==> src/rtl/assert_macros.svh <==
// Assertion macros shared by the frame decoder modules.
`ifndef ASSERT_MACROS_SVH
`define ASSERT_MACROS_SVH

// Property checked on every rising clock edge, off while reset is low.
`define ERFD_ASSERT(lbl, clk, rst_n, prop, msg) \
    lbl: assert property (@(posedge clk) disable iff (!rst_n) (prop)) else $error(msg);

// Condition that must hold on the edge after the trigger holds.
`define ERFD_ASSERT_NEXT(lbl, clk, rst_n, trig, prop, msg) \
    lbl: assert property (@(posedge clk) disable iff (!rst_n) (trig) |=> (prop)) \
        else $error(msg);

`endif

==> src/rtl/erfd_pkg.sv <==
// Types and constants shared by the escaped register frame decoder.
package erfd_pkg;

    localparam int BYTE_W     = 8;
    localparam int WORD_LANES = 4;
    localparam int WORD_W     = BYTE_W * WORD_LANES;
    localparam int CFG_IDX_W  = 2;

    localparam logic [CFG_IDX_W-1:0] CFG_HEAD   = 2'd0;
    localparam logic [CFG_IDX_W-1:0] CFG_ESCAPE = 2'd1;
    localparam logic [CFG_IDX_W-1:0] CFG_XOR    = 2'd2;

    localparam logic [BYTE_W-1:0] HEAD_RESET   = 8'd126;
    localparam logic [BYTE_W-1:0] ESCAPE_RESET = 8'd125;
    localparam logic [BYTE_W-1:0] XOR_RESET    = 8'd32;
    localparam logic [BYTE_W-1:0] MIN_LENGTH   = 8'd2;

    typedef enum logic [1:0] {
        PH_HEAD,
        PH_LEN,
        PH_INDEX,
        PH_DATA
    } t_phase;

    typedef struct packed {
        logic [BYTE_W-1:0]        target_index;
        logic signed [WORD_W-1:0] word_value;
        logic                     frame_status;
    } t_result;

endpackage

==> src/rtl/escaped_register_frame_decoder.sv <==
// Top level of the escaped register frame decoder.
//
// Received bytes enter on the s_axis channel, one byte per beat in tdata.
// A frame is a head byte, a length byte, the register index, escaped data
// bytes and an additive checksum. Each finished frame leaves as one beat on
// the m_axis channel: tdata carries the index and the big-endian data word,
// tuser carries the status (0 checksum good, 1 checksum mismatch).
// Registers head_value, escape_value and escape_xor are written through the cfg
// port (index 0, 1, 2); the user must write them only while no frame is in
// progress, as the block does not enforce it. Throughput is one byte per cycle
// while s_axis_tready is high; the per-byte update is a single pass of the phase
// machine. The result beat is registered once the checksum byte is accepted.
// A result register and a skid entry sit in front of m_axis, so a stalled
// receiver does not stop input until two results are waiting; then
// s_axis_tready falls until the receiver takes a beat.
// Reset restores the register defaults, drops any partial frame and empties
// the output stage.
module escaped_register_frame_decoder #(
    parameter int WORD_BYTES = 4
) (
    input  logic                            i_clk,
    input  logic                            i_rst_n,
    input  logic                            i_cfg_we,
    input  logic [erfd_pkg::CFG_IDX_W-1:0]  i_cfg_index,
    input  logic [erfd_pkg::BYTE_W-1:0]     i_cfg_data,
    input  logic                            s_axis_tvalid,
    output logic                            s_axis_tready,
    input  logic [7:0]                      s_axis_tdata,  // rx_byte
    output logic                            m_axis_tvalid,
    input  logic                            m_axis_tready,
    output logic [39:0]                     m_axis_tdata,  // target_index, word_value
    output logic                            m_axis_tuser   // frame_status
);

    logic              w_accept;
    logic              w_in_ready;
    logic              w_res_valid;
    erfd_pkg::t_result w_res;
    erfd_pkg::t_result w_out;

    assign w_accept      = s_axis_tvalid && w_in_ready;
    assign s_axis_tready = w_in_ready;

    erfd_core #(
        .WORD_BYTES(WORD_BYTES)
    ) u_core (
        .i_clk       (i_clk),
        .i_rst_n     (i_rst_n),
        .i_cfg_we    (i_cfg_we),
        .i_cfg_index (i_cfg_index),
        .i_cfg_data  (i_cfg_data),
        .i_accept    (w_accept),
        .i_rx_byte   (s_axis_tdata),
        .o_res_valid (w_res_valid),
        .o_res       (w_res)
    );

    erfd_out_reg u_out (
        .i_clk      (i_clk),
        .i_rst_n    (i_rst_n),
        .i_push     (w_res_valid),
        .i_res      (w_res),
        .o_in_ready (w_in_ready),
        .o_valid    (m_axis_tvalid),
        .i_ready    (m_axis_tready),
        .o_res      (w_out)
    );

    assign m_axis_tdata = {w_out.word_value, w_out.target_index};
    assign m_axis_tuser = w_out.frame_status;

endmodule

==> src/rtl/erfd_core.sv <==
// Frame parser: configuration registers, phase machine, unescaping and checksum.
`include "assert_macros.svh"

module erfd_core #(
    parameter int WORD_BYTES = 4
) (
    input  logic                            i_clk,
    input  logic                            i_rst_n,
    input  logic                            i_cfg_we,
    input  logic [erfd_pkg::CFG_IDX_W-1:0]  i_cfg_index,
    input  logic [erfd_pkg::BYTE_W-1:0]     i_cfg_data,
    input  logic                            i_accept,
    input  logic [erfd_pkg::BYTE_W-1:0]     i_rx_byte,
    output logic                            o_res_valid,
    output erfd_pkg::t_result               o_res
);

    localparam int PLACE_BYTES = (WORD_BYTES < erfd_pkg::WORD_LANES) ?
                                 WORD_BYTES : erfd_pkg::WORD_LANES;
    localparam int CNT_W = $clog2(PLACE_BYTES + 1);

    logic [erfd_pkg::BYTE_W-1:0] r_head, r_escape, r_xor;

    erfd_pkg::t_phase            r_phase, n_phase;
    logic [erfd_pkg::BYTE_W-1:0] r_left, n_left;
    logic [erfd_pkg::BYTE_W-1:0] r_sum, n_sum;
    logic [erfd_pkg::BYTE_W-1:0] r_index, n_index;
    logic [erfd_pkg::WORD_W-1:0] r_word, n_word;
    logic [CNT_W-1:0]            r_count, n_count;
    logic                        r_esc, n_esc;

    logic                        w_place;
    logic [erfd_pkg::BYTE_W-1:0] w_place_byte;

    always_ff @(posedge i_clk) begin
        if (!i_rst_n) begin
            r_head   <= erfd_pkg::HEAD_RESET;
            r_escape <= erfd_pkg::ESCAPE_RESET;
            r_xor    <= erfd_pkg::XOR_RESET;
        end else if (i_cfg_we) begin
            unique case (i_cfg_index)
                erfd_pkg::CFG_HEAD:   r_head   <= i_cfg_data;
                erfd_pkg::CFG_ESCAPE: r_escape <= i_cfg_data;
                erfd_pkg::CFG_XOR:    r_xor    <= i_cfg_data;
                default: ;
            endcase
        end
    end

    always_ff @(posedge i_clk) begin
        if (!i_rst_n) begin
            r_phase <= erfd_pkg::PH_HEAD;
            r_left  <= '0;
            r_sum   <= '0;
            r_index <= '0;
            r_word  <= '0;
            r_count <= '0;
            r_esc   <= 1'b0;
        end else begin
            r_phase <= n_phase;
            r_left  <= n_left;
            r_sum   <= n_sum;
            r_index <= n_index;
            r_word  <= n_word;
            r_count <= n_count;
            r_esc   <= n_esc;
        end
    end

    always_comb begin
        n_phase      = r_phase;
        n_left       = r_left;
        n_sum        = r_sum;
        n_index      = r_index;
        n_word       = r_word;
        n_count      = r_count;
        n_esc        = r_esc;
        w_place      = 1'b0;
        w_place_byte = i_rx_byte;
        o_res_valid  = 1'b0;

        if (i_accept) begin
            unique case (r_phase)
                erfd_pkg::PH_HEAD: begin
                    if (i_rx_byte == r_head) begin
                        n_phase = erfd_pkg::PH_LEN;
                    end
                end
                erfd_pkg::PH_LEN: begin
                    if (i_rx_byte < erfd_pkg::MIN_LENGTH) begin
                        n_phase = erfd_pkg::PH_HEAD;
                    end else begin
                        n_left  = i_rx_byte;
                        n_phase = erfd_pkg::PH_INDEX;
                    end
                end
                erfd_pkg::PH_INDEX: begin
                    n_index = i_rx_byte;
                    n_sum   = i_rx_byte;
                    n_left  = r_left - 8'd1;
                    n_word  = '0;
                    n_count = '0;
                    n_esc   = 1'b0;
                    n_phase = erfd_pkg::PH_DATA;
                end
                erfd_pkg::PH_DATA: begin
                    if (r_left <= 8'd1) begin
                        o_res_valid = 1'b1;
                        n_esc       = 1'b0;
                        n_left      = '0;
                        n_phase     = erfd_pkg::PH_HEAD;
                    end else begin
                        n_sum  = r_sum + i_rx_byte;
                        n_left = r_left - 8'd1;
                        if (r_esc) begin
                            n_esc        = 1'b0;
                            w_place      = 1'b1;
                            w_place_byte = i_rx_byte ^ r_xor;
                        end else if (i_rx_byte == r_escape) begin
                            n_esc = 1'b1;
                        end else begin
                            w_place = 1'b1;
                        end
                    end
                end
                default: ;
            endcase
        end

        // Decoded bytes fill the word from the most significant lane down.
        if (w_place && (r_count < CNT_W'(PLACE_BYTES))) begin
            for (int k = 0; k < PLACE_BYTES; k++) begin
                if (r_count == CNT_W'(k)) begin
                    n_word[erfd_pkg::BYTE_W*(erfd_pkg::WORD_LANES-1-k) +: erfd_pkg::BYTE_W] =
                        w_place_byte;
                end
            end
            n_count = r_count + CNT_W'(1);
        end
    end

    assign o_res.target_index = r_index;
    assign o_res.word_value   = r_word;
    assign o_res.frame_status = (i_rx_byte != r_sum);

    `ERFD_ASSERT(a_res_in_data, i_clk, i_rst_n,
        !o_res_valid || (i_accept && r_phase == erfd_pkg::PH_DATA),
        "result raised outside an accepted data beat")
    `ERFD_ASSERT_NEXT(a_res_ends_frame, i_clk, i_rst_n, o_res_valid,
        r_phase == erfd_pkg::PH_HEAD && r_left == '0,
        "frame did not close after its checksum beat")
    `ERFD_ASSERT_NEXT(a_short_drop, i_clk, i_rst_n,
        i_accept && r_phase == erfd_pkg::PH_LEN && i_rx_byte < erfd_pkg::MIN_LENGTH,
        r_phase == erfd_pkg::PH_HEAD,
        "short length did not drop the frame")

endmodule

==> src/rtl/erfd_out_reg.sv <==
// Result register with a skid entry between the parser and the output channel.
`include "assert_macros.svh"

module erfd_out_reg (
    input  logic              i_clk,
    input  logic              i_rst_n,
    input  logic              i_push,
    input  erfd_pkg::t_result i_res,
    output logic              o_in_ready,
    output logic              o_valid,
    input  logic              i_ready,
    output erfd_pkg::t_result o_res
);

    logic              r_out_valid, r_skid_valid;
    erfd_pkg::t_result r_out, r_skid;

    always_ff @(posedge i_clk) begin
        if (!i_rst_n) begin
            r_out_valid  <= 1'b0;
            r_skid_valid <= 1'b0;
        end else if (!r_out_valid || i_ready) begin
            if (r_skid_valid) begin
                r_out_valid  <= 1'b1;
                r_skid_valid <= i_push;
            end else begin
                r_out_valid <= i_push;
            end
        end else if (i_push) begin
            r_skid_valid <= 1'b1;
        end
    end

    always_ff @(posedge i_clk) begin
        if (!r_out_valid || i_ready) begin
            if (r_skid_valid) begin
                r_out  <= r_skid;
                r_skid <= i_res;
            end else begin
                r_out <= i_res;
            end
        end else if (i_push) begin
            r_skid <= i_res;
        end
    end

    assign o_in_ready = !r_skid_valid;
    assign o_valid    = r_out_valid;
    assign o_res      = r_out;

    `ERFD_ASSERT(a_skid_behind_out, i_clk, i_rst_n, !r_skid_valid || r_out_valid,
        "skid entry holds a beat while the output register is empty")
    `ERFD_ASSERT(a_no_overflow, i_clk, i_rst_n, !(i_push && r_skid_valid),
        "result pushed while both entries are full")
    `ERFD_ASSERT_NEXT(a_stall_keeps, i_clk, i_rst_n, r_out_valid && !i_ready,
        r_out_valid && r_out == $past(r_out),
        "stalled result beat changed or vanished")

endmodule
==> config.mk <==
export PLATFORM = sky130hd
export DESIGN_NAME = escaped_register_frame_decoder
export DESIGN_NICKNAME = d
export VERILOG_FILES = /design/src/rtl/erfd_pkg.sv /design/src/rtl/escaped_register_frame_decoder.sv /design/src/rtl/erfd_core.sv /design/src/rtl/erfd_out_reg.sv
export VERILOG_INCLUDE_DIRS = /design/src /design/src/rtl
export SDC_FILE = /design/constraint.sdc
export NUM_CORES = 1
export LEC_CHECK = 0
export ABC_AREA = 1
export BUFFER_PORTS_ARGS = -buffer_cell sky130_fd_sc_hd__buf_4
export CORE_UTILIZATION = 40
export CTS_BUF_LIST = sky130_fd_sc_hd__clkbuf_4 sky130_fd_sc_hd__clkbuf_8 sky130_fd_sc_hd__clkbuf_16
export DETAILED_ROUTE_END_ITERATION = 8
export SLEW_MARGIN = 20
export SYNTH_ARGS = -nofsm -noshare
export SYNTH_HDL_FRONTEND = slang
export SYNTH_SLANG_ARGS = --single-unit
export TNS_END_PERCENT = 5
==> constraint.sdc <==
create_clock -name i_clk -period 7 [get_ports i_clk]
set_input_delay 1.4 -clock i_clk [delete_from_list [all_inputs] [get_ports i_clk]]
set_output_delay 1.4 -clock i_clk [all_outputs]
set_load 0.02 [all_outputs]
# After elaboration in Yosys (flattened, before gate mapping)
# Cells that the tools add are included.
# W data, S select, Z words.
[word_totals] ff_bits=170 wordCells=107
[op_classes] muxes=43 reduce_logical=23 n_eq_ne=16 bitwise_logic=1 magnitude_cmp=3 add_sub_neg=3
[op_table] op="$mux W41" count=4
[op_table] op="$mux W32" count=3
[op_table] op="$mux W8" count=11
[op_table] op="$pmux W8 S3" count=1
[op_table] op="$eq A8 B8 Y1" count=2
[op_table] op="$pmux W8 S2" count=1
[op_table] op="$mux W1" count=15
[op_table] op="$reduce_and A2 Y1" count=7
[op_table] op="$mux W3" count=3
[op_table] op="$reduce_and A3 Y1" count=3
[op_table] op="$add A8 B8 Y8" count=1
[op_table] op="$le A8 B1 Y1 const B" count=1
[op_table] op="$lt A8 B2 Y1 const B" count=1
[op_table] op="$ne A8 B8 Y1" count=1
[op_table] op="$pmux W2 S4" count=1
[op_table] op="$reduce_bool A2 Y1" count=4
[op_table] op="$sub A8 B1 Y8 const B" count=1
[op_table] op="$xor A8 B8 Y8" count=1
[op_table] op="$eq A2 B2 Y1 const B" count=3
[op_table] op="$eq A3 B2 Y1 const B" count=2
[op_table] op="$mux W2" count=3
[op_table] op="$ne A2 B1 Y1 const B" count=3
[op_table] op="$eq A2 B1 Y1 const B" count=2
[op_table] op="$logic_not A2 Y1" count=2
[op_table] op="other kinds (10)" count=13

# Depth between registers and ports, before layout
# Gate-level depths: netlist (run 1).
[depth] word_depth=9 depth_mapped=12 mapped_depth_nobuf=12

# By module
# Synthesis (run 1) repeated with hierarchy kept, for this count alone.
[unflattened] hier_cells=887 hier_area_um2=7657.3
[modules_own_cells] mod="erfd_core" cells_each=656 seq_area_each_um2=1721.7 area_per_inst_um2=4493.1 instances=1
[modules_own_cells] mod="erfd_out_reg" cells_each=229 seq_area_each_um2=2502.4 area_per_inst_um2=3156.8 instances=1
[modules_own_cells] mod="escaped_register_frame_decoder" cells_each=2 seq_area_each_um2=0.0 area_per_inst_um2=7.5 instances=1

# Worst setup path before layout (run 1)
# No wires, ideal clock.
[synth_timing] path_kind="input to register" startpoint="input m_axis_tready" endpoint="register u_out.r_skid[0] in the netlist's numbering, enable pin" arrival_ns=5.129 required_ns=6.504 setup_ns=0.496 slack_ns=1.375 path_stages=3 cell_sequence="nor2_1 -> inv_1 -> o21ai_0"
[synth_between] elab_chain_len=3 word_cells_on_any_way=4 cone_classes="eq/ne (1); reduce/logical (3)"
[synth_rtl] item="start, declared" line_no="escaped_register_frame_decoder.sv:30" source="input logic m_axis_tready,"
[synth_rtl] item="$logic_or A1 B1 Y1 (*)" line_no="erfd_out_reg.sv:35" source="if (!r_out_valid || i_ready) begin"
[synth_rtl] item="$ne A2 B1 Y1 (no source line) / $reduce_bool A2 Y1 (equally long branches)"
[synth_rtl] item="$reduce_and A2 Y1 (no source line) (*)"
[synth_rtl] item="end signal, assigned" line_no="erfd_out_reg.sv:38" source="r_skid <= i_res;"
[synth_rtl] item="end signal, assigned" line_no="erfd_out_reg.sv:43" source="r_skid <= i_res;"
[synth_rtl] item="end, declared" line_no="erfd_out_reg.sv:16" source="erfd_pkg::t_result r_out, r_skid;"
# Mark *: on every way between the ends. The rest lies on a longest branch, timed or not.
# A chain may end at the register's enable or synchronous reset.

# Worst setup path after layout (run 1)
[layout_timing] startpoint="input m_axis_tready" endpoint="register u_out.r_skid[14] in the netlist's numbering, enable pin"
# Same word-level chain as after synthesis.

==> results of run 1 <==
cell usage after synthesis (2+ instances only):
master                     number  area, µm²
sky130_fd_sc_hd__a21oi_1       35        175
sky130_fd_sc_hd__buf_2         10       50.1
sky130_fd_sc_hd__buf_4          4       30.0
sky130_fd_sc_hd__buf_8          4       60.1
sky130_fd_sc_hd__clkbuf_1      16       60.1
sky130_fd_sc_hd__dfxtp_1       88       1760
sky130_fd_sc_hd__edfxtp_1      82       2460
sky130_fd_sc_hd__ha_1          14        175
sky130_fd_sc_hd__inv_1         41        154
sky130_fd_sc_hd__inv_2          8       30.0
sky130_fd_sc_hd__nand2_1      292       1100
sky130_fd_sc_hd__nand2_2       11       68.8
sky130_fd_sc_hd__nand2_4        2       22.5
sky130_fd_sc_hd__nand3_1       33        165
sky130_fd_sc_hd__nand3_4        5       87.6
sky130_fd_sc_hd__nand3b_1       2       15.0
sky130_fd_sc_hd__nand4_1        4       25.0
sky130_fd_sc_hd__nor2_1       124        465
sky130_fd_sc_hd__nor2_4         4       45.0
sky130_fd_sc_hd__nor3_1         9       45.0
sky130_fd_sc_hd__o211ai_1       7       52.6
sky130_fd_sc_hd__o21ai_0       45        225
sky130_fd_sc_hd__or2_2          4       25.0
sky130_fd_sc_hd__xnor2_1        5       43.8
sky130_fd_sc_hd__xor2_1        11       96.3
sky130_fd_sc_hd__xor2_2         7        114
flip-flops by register name, summed over array words and instances (netlist names), 3 cells and up, named ones only:
name	count
u_out.o_res	41
u_out.r_skid	41
u_core.r_word	32
u_core.r_escape	8
u_core.r_head	8
u_core.r_index	8
u_core.r_left	8
u_core.r_sum	8
u_core.r_xor	8
u_core.r_count	3
kinds of logic (layout without fill, tap and decap cells):
family / after synthesis / in the layout / synth area share [%]
simple gates: 494 / 494 / 27.4
flops: 170 / 170 / 54.7
fa+ha+maj: 15 / 15 / 2.53
xor+xnor: 23 / 23 / 3.29
buf+inv: 88 / 153 / 5.43
compound gates: 93 / 93 / 6.67
layer usage:
| layer | vias up | GRT usage [%] | share of wire [%] |
|---|---|---|---|
| li1 | 2953 | - | - |
| met1 | 2570 | 23.6 | 47 |
| met2 | 104 | 28.2 | 48 |
| met3 | 12 | 3.80 | 3.6 |
| met4 | 0 | 5.49 | 1.1 |
| met5 | - | 0 | 0 |
report_power, final:
part	internal [mW]	total, mW	switching [mW]
Clock	0.508	0.918	0.410
Combinational	0.0266	0.0785	0.0519
Sequential	1.04	1.04	0.00364
Total	1.57	2.04	0.466
per-stage QoR:
step / power [mW] / setup WS [ns]
2_1_floorplan: 1.11 / 1.37
3_3_place_gp: 1.14 / 3.57
3_5_place_dp: 1.14 / 3.54
4_1_cts: 2.06 / 4.00
5_1_grt: 2.11 / 3.87
6_report: 2.04 / 4.02
layout make-up:
class / instances / share of cell area, %
clock inverter: 13 / 1.47
tap: 260 / 3.64
inverter: 53 / 2.33
timing repair buffer: 68 / 5.72
sequential: 170 / 47.3
clock buffer: 19 / 4.93
multi-input combinational: 625 / 34.6
worst min-delay path by stage:
| stage | from | cells past startpoint | end | slack [ns] |
|---|---|---|---|---|
| floorplan | u_core.r_index[0] | 0 | u_out.r_skid[33] | 0.43 |
| detailed placement | u_core.r_word[19] | 0 | u_out.r_skid[20] | 0.44 |
| global placement | u_core.r_word[11] | 0 | u_out.r_skid[12] | 0.44 |
| CTS | u_core.r_xor[6] | 2 | u_core.r_xor[6] | 0.46 |
| finish | u_core.r_xor[3] | 2 | u_core.r_xor[3] | 0.46 |
| global route | u_core.r_word[30] | 0 | u_out.r_skid[31] | 0.47 |
tightest hold or removal path, cell delays in order (launching register included):
cell and delay, ns:
sky130_fd_sc_hd__dfxtp_1 0.30, sky130_fd_sc_hd__inv_1 0.06, sky130_fd_sc_hd__a21oi_1 0.05
==> results.md, run 1 <==
* Power per standard cell area at 228 nW/µm²
* Post-layout minimum cycle time at 2.98 ns
* CP Data Arrival Time at 3.08 ns
* Req. time, crit path at 7.11 ns
* Die Span X at 141 µm
* IO Pins at 66
* Fin. max-slew vios at 0
* Buf+Inv Stages, Crit Path at 4
* Number of cells traversed by the worst register-to-register path at 8
* Cell area after placement at 8360 µm²
* Global Route Usage Sum at 17.5%
* Measured slew at the worst slew-check pin at 0.859 ns
* Startpoint Class: input pin
* Worst IR drop on VDD at 0.183 mV
* Run status: finished clean
* Sequential fraction of the synthesis area at 54.7%
* Global-route wire length before repair at 26,400 µm
* Maximum clock path buffer count at 2
* Total length of routed wires at 16,400 µm
* Path type of the worst setup path: input pin to register
* Number of sinks driven by the clock tree at 170
* Congestion Overflow GR at 0
* Crit path max-delay cell type: sky130_fd_sc_hd__o21ai_4
* Worst-Skew Late Latency at 0.43 ns
* First-iteration detailed-routing DRC count at 462
* Post-synthesis instance total at 883
* Count of hold buffers inserted by post-cts repair at 0
* Worst flop-to-flop path startpoint: u_core.r_left[0]
* Count of placed standard cells in the final layout, fillers left out at 1,208
* Height of the die at 141 µm
* CP max stage delay at 0.65 ns
* RSZ-0062 raised after global routing: no
* Vias in the first global route at 5,033
* Pin count of the biggest net entering global routing at 81
* Fraction of layout cells with a size suffix above 1 at 16.1%
* Final-report setup violation count at 0
* Total stage count of the critical path at 6
* Final #Nets at 973
* Post-cts gate resize count at 0
* Clk pin slew, worst setup/hold paths at 0.06 ns
* Post-detail-place hpwl at 10,800 µm
* Reg-to-reg setup timing slack at 4.31 ns
* Post-CTS repair timing setup buffer count at 0
* First-pass DRT Iterations at 5
* Max Cap Violations at 0
* Count of buffers from port buffering at 65
* Clock buffers created by TritonCTS at 17
* Synth cell types at 42
* Post-route clock skew at 0.00912 ns
* Synthesized Nets at 921
* Number of standard-cell rows in the floorplan at 50
* Routed wire length per instance at 13.6 µm
* Area inside the core boundary at 18,800 µm²
* Antenna Violating Nets Remaining at 0
* Ys Warns at 0
* Combined flip-flop and latch cell area at 4220 µm²
* Max Freq at 336 MHz
* EDFF count, synth at 82
* CP dominant cell by count: sky130_fd_sc_hd__buf_4
* Post-Synthesis Mean Instance Area at 8.75 µm²
* Slew Limit Headroom at 42.3%
* Initial core utilization at 41.0%
* # placed instances at 1,176
* CTS H-tree depth at 4
* Most frequent cells in the layout: 292 x sky130_fd_sc_hd__nand2_1, 124 x sky130_fd_sc_hd__nor2_1, 88 x sky130_fd_sc_hd__dfxtp_1
* Clock Tree Root: sky130_fd_sc_hd__clkbuf_16
* Remaining DRCs at 0
* Post-layout utilization of the core at 47.4%
* Sum of negative setup slack at 0 ns
* Final GP Congestion at 0.838
* Vias at 5,639
* Worst hold margin at 0.455 ns
* Reg2reg end: u_out.r_skid[14]
* Number of vias per cell after detailed routing at 4.67
* Finished Cell Area at 8930 µm²
* Worst min-delay path class: register to register
* CP Capture Point: u_out.r_skid[14]
* Seq cells post-synth at 170
* Clock tree from TritonCTS: done
* Share of flip-flops with an asynchronous set or reset at 0%
* Worst setup startpoint: m_axis_tready
* Die area at 19,900 µm²
* Kind of capture point of the worst setup path: register
* Share of the clock period used by the worst path at 42.6%
* Inserted Diodes at 0
* Most instantiated flip-flop cell in the synthesis netlist: sky130_fd_sc_hd__dfxtp_1
* Layout filler cell count at 1,819
* Hold violation total from the final report at 0
* Number of antenna violations at the first check in global routing at 0
* P_leak at 3.95 nW
* Leading cell type in the layout, fill and taps excluded: sky130_fd_sc_hd__nand2_1
* Ordered cell list for the critical path: buf_4 -> nor2_1 -> inv_2 -> buf_4 -> o21ai_4 -> buf_4
* Synthesis-to-finish area growth at 15.6%
* Area occupied by multi-input gates at 3090 µm²
* Area of the mapped netlist at 7720 µm²
* Maximum fanout count along the critical path at 45
* Kind of cell with the highest combined delay on the critical path: buffers and inverters
No activity file was read; power rests on OpenSTA's default activity.
==> run 2: changes to the inputs <==
clock period = 2.8 ns   (was 7 ns; I/O delays follow)
==> run 2 against run 1 <==
Net effect:
- combinational power grew to 2.5 times the previous value
- clock power is 140% higher
- setup slack worse by 3.3 ns
- first-iteration DRC count decreased by 19%
- critical endpoint is now u_out.r_skid[18]
- global-route usage is 0.18 points lower
==> results.md, run 2 (synthesized netlist as in run 1, its figures left out) <==
* Final-report setup violation count at 0 (unchanged)
* Slew Limit Headroom at 59.2% (+17 points)
* Hold violation total from the final report at 0 (unchanged)
* Worst IR drop on VDD at 0.414 mV (+130%)
* Number of sinks driven by the clock tree at 170 (unchanged)
* Remaining DRCs at 0 (unchanged)
* Vias at 5,587 (-0.92%)
* Number of standard-cell rows in the floorplan at 50 (unchanged)
* Maximum clock path buffer count at 2 (unchanged)
* First-pass DRT Iterations at 5 (unchanged)
* Clock buffers created by TritonCTS at 17 (unchanged)
* Area inside the core boundary at 18,800 µm² (unchanged)
* Fin. max-slew vios at 0 (unchanged)
* Crit path max-delay cell type: sky130_fd_sc_hd__dfxtp_1
* Clk pin slew, worst setup/hold paths at 0.06 ns (about the same)
* Kind of cell with the highest combined delay on the critical path: simple AND/OR/NAND/NOR gates
* Vias in the first global route at 5,174 (+2.8%)
* Path type of the worst setup path: register to register
* Post-layout minimum cycle time at 2.12 ns
* Ordered cell list for the critical path: inv_1 -> ha_1 -> or2_4 -> nand4_4 -> nor2_1 -> nand2_1 -> o21ai_4 -> buf_12
* Worst-Skew Late Latency at 0.43 ns (about the same)
* First-iteration detailed-routing DRC count at 376 (-19%)
* Post-CTS repair timing setup buffer count at 0 (unchanged)
* Count of hold buffers inserted by post-cts repair at 0 (unchanged)
* Worst min-delay path class: input pin to register
* Number of antenna violations at the first check in global routing at 0 (unchanged)
* Number of vias per cell after detailed routing at 4.61 (-1.2%)
* Final GP Congestion at 0.823 (-1.7%)
* Startpoint Class: register
* Global Route Usage Sum at 17.3% (-0.18 points)
* Fraction of layout cells with a size suffix above 1 at 16.3% (+0.16 points)
* Height of the die at 141 µm (unchanged)
* Congestion Overflow GR at 0 (unchanged)
* IO Pins at 66 (unchanged)
* Maximum fanout count along the critical path at 40 (-11%)
* Final #Nets at 976 (+0.31%)
* RSZ-0062 raised after global routing: no
* Pin count of the biggest net entering global routing at 48 (-41%)
* Run status: finished clean
* Leading cell type in the layout, fill and taps excluded: sky130_fd_sc_hd__nand2_1
* Total length of routed wires at 16,300 µm (-0.82%)
* CP max stage delay at 0.35 ns (-0.30 ns)
* P_leak at 3.94 nW (about the same)
* Kind of capture point of the worst setup path: register
* CP Data Arrival Time at 2.23 ns (-0.85 ns)
* Count of buffers from port buffering at 65 (unchanged)
* Antenna Violating Nets Remaining at 0 (unchanged)
* Die area at 19,900 µm² (unchanged)
* CTS H-tree depth at 4 (unchanged)
* Share of the clock period used by the worst path at 75.6%
* Post-cts gate resize count at 0 (unchanged)
* Buf+Inv Stages, Crit Path at 2 (-2)
* Synthesis-to-finish area growth at 15.9%
* Post-detail-place hpwl at 11,000 µm (+1.7%)
* Inserted Diodes at 0 (unchanged)
* Max Cap Violations at 0 (unchanged)
* Die Span X at 141 µm (unchanged)
* Power per standard cell area at 560 nW/µm² (+150%)
* Measured slew at the worst slew-check pin at 0.611 ns (-0.248 ns)
* Clock Tree Root: sky130_fd_sc_hd__clkbuf_16
* Post-route clock skew at 0.00843 ns (-0.000688 ns)
* Initial core utilization at 41.0% (unchanged)
* Req. time, crit path at 2.91 ns (-4.20 ns)
* Sum of negative setup slack at 0 ns (unchanged)
* Max Freq at 472 MHz
* Cell area after placement at 8400 µm² (+0.42%)
* Finished Cell Area at 8950 µm² (+0.20%)
* Global-route wire length before repair at 26,700 µm (+1.2%)
* Clock tree from TritonCTS: done
* Most frequent cells in the layout: 292 x sky130_fd_sc_hd__nand2_1, 124 x sky130_fd_sc_hd__nor2_1, 88 x sky130_fd_sc_hd__dfxtp_1
* Routed wire length per instance at 13.4 µm (-1.1%)
run 2: changes by cell type in the layout (fill, tap and decap cells not counted):
cell | previous run | this run
sky130_fd_sc_hd__bufinv_16 | 1 | 0
sky130_fd_sc_hd__buf_4 | 68 | 70
sky130_fd_sc_hd__clkinv_2 | 3 | 1
sky130_fd_sc_hd__clkinv_1 | 1 | 2
sky130_fd_sc_hd__inv_4 | 1 | 2
sky130_fd_sc_hd__inv_8 | 2 | 1
sky130_fd_sc_hd__inv_6 | 6 | 3
sky130_fd_sc_hd__clkinvlp_4 | 1 | 4
sky130_fd_sc_hd__clkbuf_8 | 0 | 2
sky130_fd_sc_hd__buf_12 | 0 | 1
run 2: final timing paths:
kind,to,slack [ns],start,depth (start not counted)
worst max register to register,u_out.r_skid[18],0.68,u_core.r_left[0],8
worst min register to register,u_core.r_xor[4],0.46,u_core.r_xor[4],2
worst max-delay path,u_out.r_skid[18],0.68,u_core.r_left[0],8
worst min-delay path,u_core.r_head[3],0.37,i_cfg_data[3],3
run 2: metrics by stage:
step | hold WS, ns | utilization (%) | worst slack, ns | std cells | power, mW
6_report | 0.371 | 47.5 | 0.684 | 1211 | 5.01
4_1_cts | 0.354 | 47.5 | 0.678 | 1211 | 5.07
3_5_place_dp | 0.447 | 44.6 | 0.701 | 1179 | 2.86
3_3_place_gp | 0.443 | 44.6 | 0.717 | 1179 | 2.86
5_1_grt | 0.358 | 47.5 | 0.507 | 1211 | 5.21
2_1_floorplan | 0.425 | - | 0.270 | 883 | 2.78
run 2: layer usage:
layer	GRT usage, %	share of wire (%)	wire length [µm]
met2	27.6	47	7680
met5	0	0	0
met4	5.55	1.0	170
met3	3.40	3.5	565
met1	23.8	48	7860
run 2: area by class of cell:
| type | instances | area [µm²] |
|---|---|---|
| Tap cell | 260 | 325 |
| Clock inverter | 11 | 86.3 |
| Fill cell | 1847 | 9880 |
| Sequential cell | 170 | 4220 |
| Timing Repair Buffer | 71 | 546 |
| Inverter | 53 | 208 |
| Multi-Input combinational cell | 625 | 3090 |
| Clock buffer | 21 | 468 |
run 2: worst register-to-register path, stage by stage, from the launching register on:
cell and delay (ns):
sky130_fd_sc_hd__dfxtp_1 0.35, sky130_fd_sc_hd__inv_1 0.07, sky130_fd_sc_hd__ha_1 0.20, sky130_fd_sc_hd__or2_4 0.15
sky130_fd_sc_hd__nand4_4 0.21, sky130_fd_sc_hd__nor2_1 0.21, sky130_fd_sc_hd__nand2_1 0.14, sky130_fd_sc_hd__o21ai_4 0.19
sky130_fd_sc_hd__buf_12 0.26
run 2: report_power, final:
part | internal [mW] | total (mW) | switching, mW | leakage (nW)
sequential | 2.60 | 2.61 | 0.00997 | 1.50
combinational | 0.0692 | 0.198 | 0.129 | 2.18
clock | 1.21 | 2.20 | 0.989 | 0.263
total | 3.88 | 5.01 | 1.13 | 3.94
==> run 3: changes to the inputs <==
clock period = 1.8 ns   (was 2.8 ns; I/O delays follow)
==> run 3 against run 2 <==
Net effect:
- the run now ends with setup timing left
- sequential share of layout area is 2.5 points lower
- fmax rose by 14%
- global-route usage rose by 0.54 points
- clock power is 71% higher
- combinational power rose by 78%
- non-clock buffer count up 41
- clock-buffer cell count fell by 2
- core utilization increased by 2.7 points
- die area did not move
- highest routed layer unchanged
==> results.md, run 3 (synthesized netlist as in run 1, its figures left out) <==
* Net switching power at 1.85 mW (+64%)
* Maximum clock path buffer count at 2 (unchanged)
* Global Route Usage Sum at 17.9% (+0.54 points)
* Finished Cell Area at 9460 µm² (+5.7%)
* Vias in the first global route at 5,312 (+2.7%)
* Post-layout minimum cycle time at 1.85 ns (-0.268 ns)
* Max Freq at 541 MHz (+14%)
* Worst min-delay path startpoint: i_cfg_data[5]
* First-pass DRT Iterations at 5 (unchanged)
* Area inside the core boundary at 18,800 µm² (unchanged)
* Final-report setup violation count at 5 (+5)
* Startpoint Class: register
* Seq pwr share at 49.6% (-2.5 points)
* Worst min-delay path class: input pin to register
* Maximum fanout count along the critical path at 8 (-80%)
* Congestion Overflow GR at 0 (unchanged)
* Cell depth of the worst hold path at 3 (unchanged)
* Combined flip-flop and latch cell area at 4230 µm² (about the same)
* Remaining DRCs at 0 (unchanged)
* Number of antenna violations at the first check in global routing at 0 (unchanged)
* Routed wire length per instance at 13.8 µm (+2.3%)
* Switch share at 22.7% (+0.17 points)
* Height of the die at 141 µm (unchanged)
* Crit path max-delay cell type: sky130_fd_sc_hd__dfxtp_2
* Number of vias per cell after detailed routing at 4.69 (+1.7%)
* Combinational power share at 4.3% (+0.3 points)
* Req. time, crit path at 2.16 ns (-0.75 ns)
* Hold violation total from the final report at 0 (unchanged)
* Number of standard-cell rows in the floorplan at 50 (unchanged)
* CP Data Arrival Time at 2.21 ns (-0.02 ns)
* Fraction of layout cells with a size suffix above 1 at 21.8% (+5.5 points)
* Initial core utilization at 41.0% (unchanged)
* Worst flop-to-flop path startpoint: u_core.r_left[0]
* Most frequent cells in the layout: 288 x sky130_fd_sc_hd__nand2_1, 120 x sky130_fd_sc_hd__nor2_1, 106 x sky130_fd_sc_hd__buf_4
* Leading cell type in the layout, fill and taps excluded: sky130_fd_sc_hd__nand2_1
* Worst setup startpoint: u_core.r_left[0]
* Max Cap Violations at 0 (unchanged)
* CP dominant cell by count: sky130_fd_sc_hd__nand2_1
* Post-detail-place hpwl at 11,200 µm (+1.9%)
* Final worst slack at -0.0487 ns (-0.732 ns)
* Overall power consumption at 8.17 mW (+63%)
* Ordered cell list for the critical path: inv_2 -> ha_4 -> or2_4 -> nand4_4 -> nand2_4 -> nor2_8 -> buf_4 -> nand3_2 -> nand2_1 -> nand2_1 -> nor2_1
* P_leak at 4.21 nW (+6.6%)
* Synthesis-to-finish area growth at 22.5%
* Share of the clock period used by the worst path at 103% (+27 points)
* Layout filler cell count at 1,748 (-5.4%)
* Global-route wire length before repair at 27,300 µm (+2.1%)
* Vias at 5,895 (+5.5%)
* Measured slew at the worst slew-check pin at 0.525 ns (-0.0861 ns)
* Die Span X at 141 µm (unchanged)
* Final #Nets at 1,022 (+4.7%)
* Cell internal pwr at 6.32 mW (+63%)
* Post-layout utilization of the core at 50.3% (+2.7 points)
* Slew Limit Headroom at 65.0% (+5.8 points)
* Number of sinks driven by the clock tree at 170 (unchanged)
* Clk pin slew, worst setup/hold paths at 0.07 ns (about the same)
* Sum of negative setup slack at -0.0835 ns (-0.0835 ns)
* Worst-Skew Late Latency at 0.43 ns (about the same)
* First-iteration detailed-routing DRC count at 341 (-9.3%)
* Worst IR drop on VDD at 0.643 mV (+55%)
* Run status: finished, violations left
* Die area at 19,900 µm² (unchanged)
* Total length of routed wires at 17,300 µm (+6.2%)
* Buf+Inv Stages, Crit Path at 2 (unchanged)
* Failing checks: setup timing
* Kind of cell with the highest combined delay on the critical path: simple AND/OR/NAND/NOR gates
* Clock power frac at 46.1% (+2.1 points)
* Antenna Violating Nets Remaining at 0 (unchanged)
* Clock buffers created by TritonCTS at 17 (unchanged)
* Post-route clock skew at 0.00896 ns (+0.000536 ns)
* Inserted Diodes at 0 (unchanged)
* Power per standard cell area at 864 nW/µm² (+54%)
* Kind of capture point of the worst setup path: register
* Area occupied by multi-input gates at 3200 µm² (+3.6%)
* Final GP Congestion at 0.863 (+4.8%)
* Clock tree from TritonCTS: done
* Path type of the worst setup path: register to register
* Number of cells traversed by the worst register-to-register path at 11 (+3)
* CP max stage delay at 0.35 ns (about the same)
* Pin count of the biggest net entering global routing at 48 (unchanged)
* Fin. max-slew vios at 0 (unchanged)
* Clock Tree Root: sky130_fd_sc_hd__clkbuf_16
* Cell area after placement at 8700 µm² (+3.6%)
* Count of buffers from port buffering at 65 (unchanged)
* CTS H-tree depth at 4 (unchanged)
* RSZ-0062 raised after global routing: yes
* Total stage count of the critical path at 11 (+3)
* IO Pins at 66 (unchanged)
* Count of hold buffers inserted by post-cts repair at 0 (unchanged)
[run 3: changes by cell type in the layout (fill, tap and decap cells not counted), moves of 4 or more]
cell,delta
sky130_fd_sc_hd__clkinvlp_4,-4
sky130_fd_sc_hd__nor2_1,-4
sky130_fd_sc_hd__nand2_2,+4
sky130_fd_sc_hd__nor2_2,+4
sky130_fd_sc_hd__inv_6,+4
sky130_fd_sc_hd__buf_4,+36
sky130_fd_sc_hd__nand2_1,-4
[run 3: final cells by class]
cell class | count | share of cell area, %
Sequential cell | 170 | 44.7
Multi-Input combinational cell | 630 | 33.8
Timing Repair Buffer | 112 | 9.49
Clock buffer | 19 | 4.72
Tap cell | 260 | 3.44
Inverter | 53 | 2.22
Clock inverter | 13 | 1.63
[run 3: path summary, 6_finish.rpt]
kind                             to  slack, ns
setup / recovery  u_core.r_word[23]      -0.05
setup reg to reg  u_core.r_word[23]      -0.05
hold / removal     u_core.r_head[5]       0.17
hold reg to reg    u_out.r_skid[33]       0.45
[run 3: repair_timing]
action / in CTS / in global routing
endpoints found under the setup margin: 61 / 81
gates cloned: 0 / 5
pin swaps: 2 / 9
buffers inserted: 0 / 6
resized for setup: 4 / 19
[run 3: through the flow]
stage                     hold slack (ns)  worst slack (ns)  instances
final                               0.174           -0.0487       1257
after global placement              0.435           -0.0458       1214
after floorplan                     0.425            -0.627        883
after CTS                           0.161           -0.0404       1246
after global routing                0.177            -0.143       1257
after detailed placement            0.437           -0.0493       1214
[run 3: layer usage]
metal  wire length (µm)  track usage, %
met1               8330            23.9
met2               8070            29.3
met3                625            3.70
met4                268            5.03
met5                  0               0
[run 3: worst reg2reg max path: cells and delay by family (launching register included)]
family / cells / cell delay (ns)
AND/OR/NAND/NOR: 8 / 1.10
flip-flops: 1 / 0.35
buffers and inverters: 2 / 0.18
adder cells (fa/ha/maj): 1 / 0.15
[run 3: power by group through the flow]
| stage | registers (mW) | clock network (mW) | logic [mW] |
|---|---|---|---|
| 2_1_floorplan | 4.14 | 0 | 0.192 |
| 3_3_place_gp | 4.14 | 0 | 0.346 |
| 3_5_place_dp | 4.14 | 0 | 0.348 |
| 4_1_cts | 4.05 | 3.84 | 0.349 |
| 5_1_grt | 4.05 | 4.00 | 0.385 |
| 6_report | 4.05 | 3.77 | 0.352 |
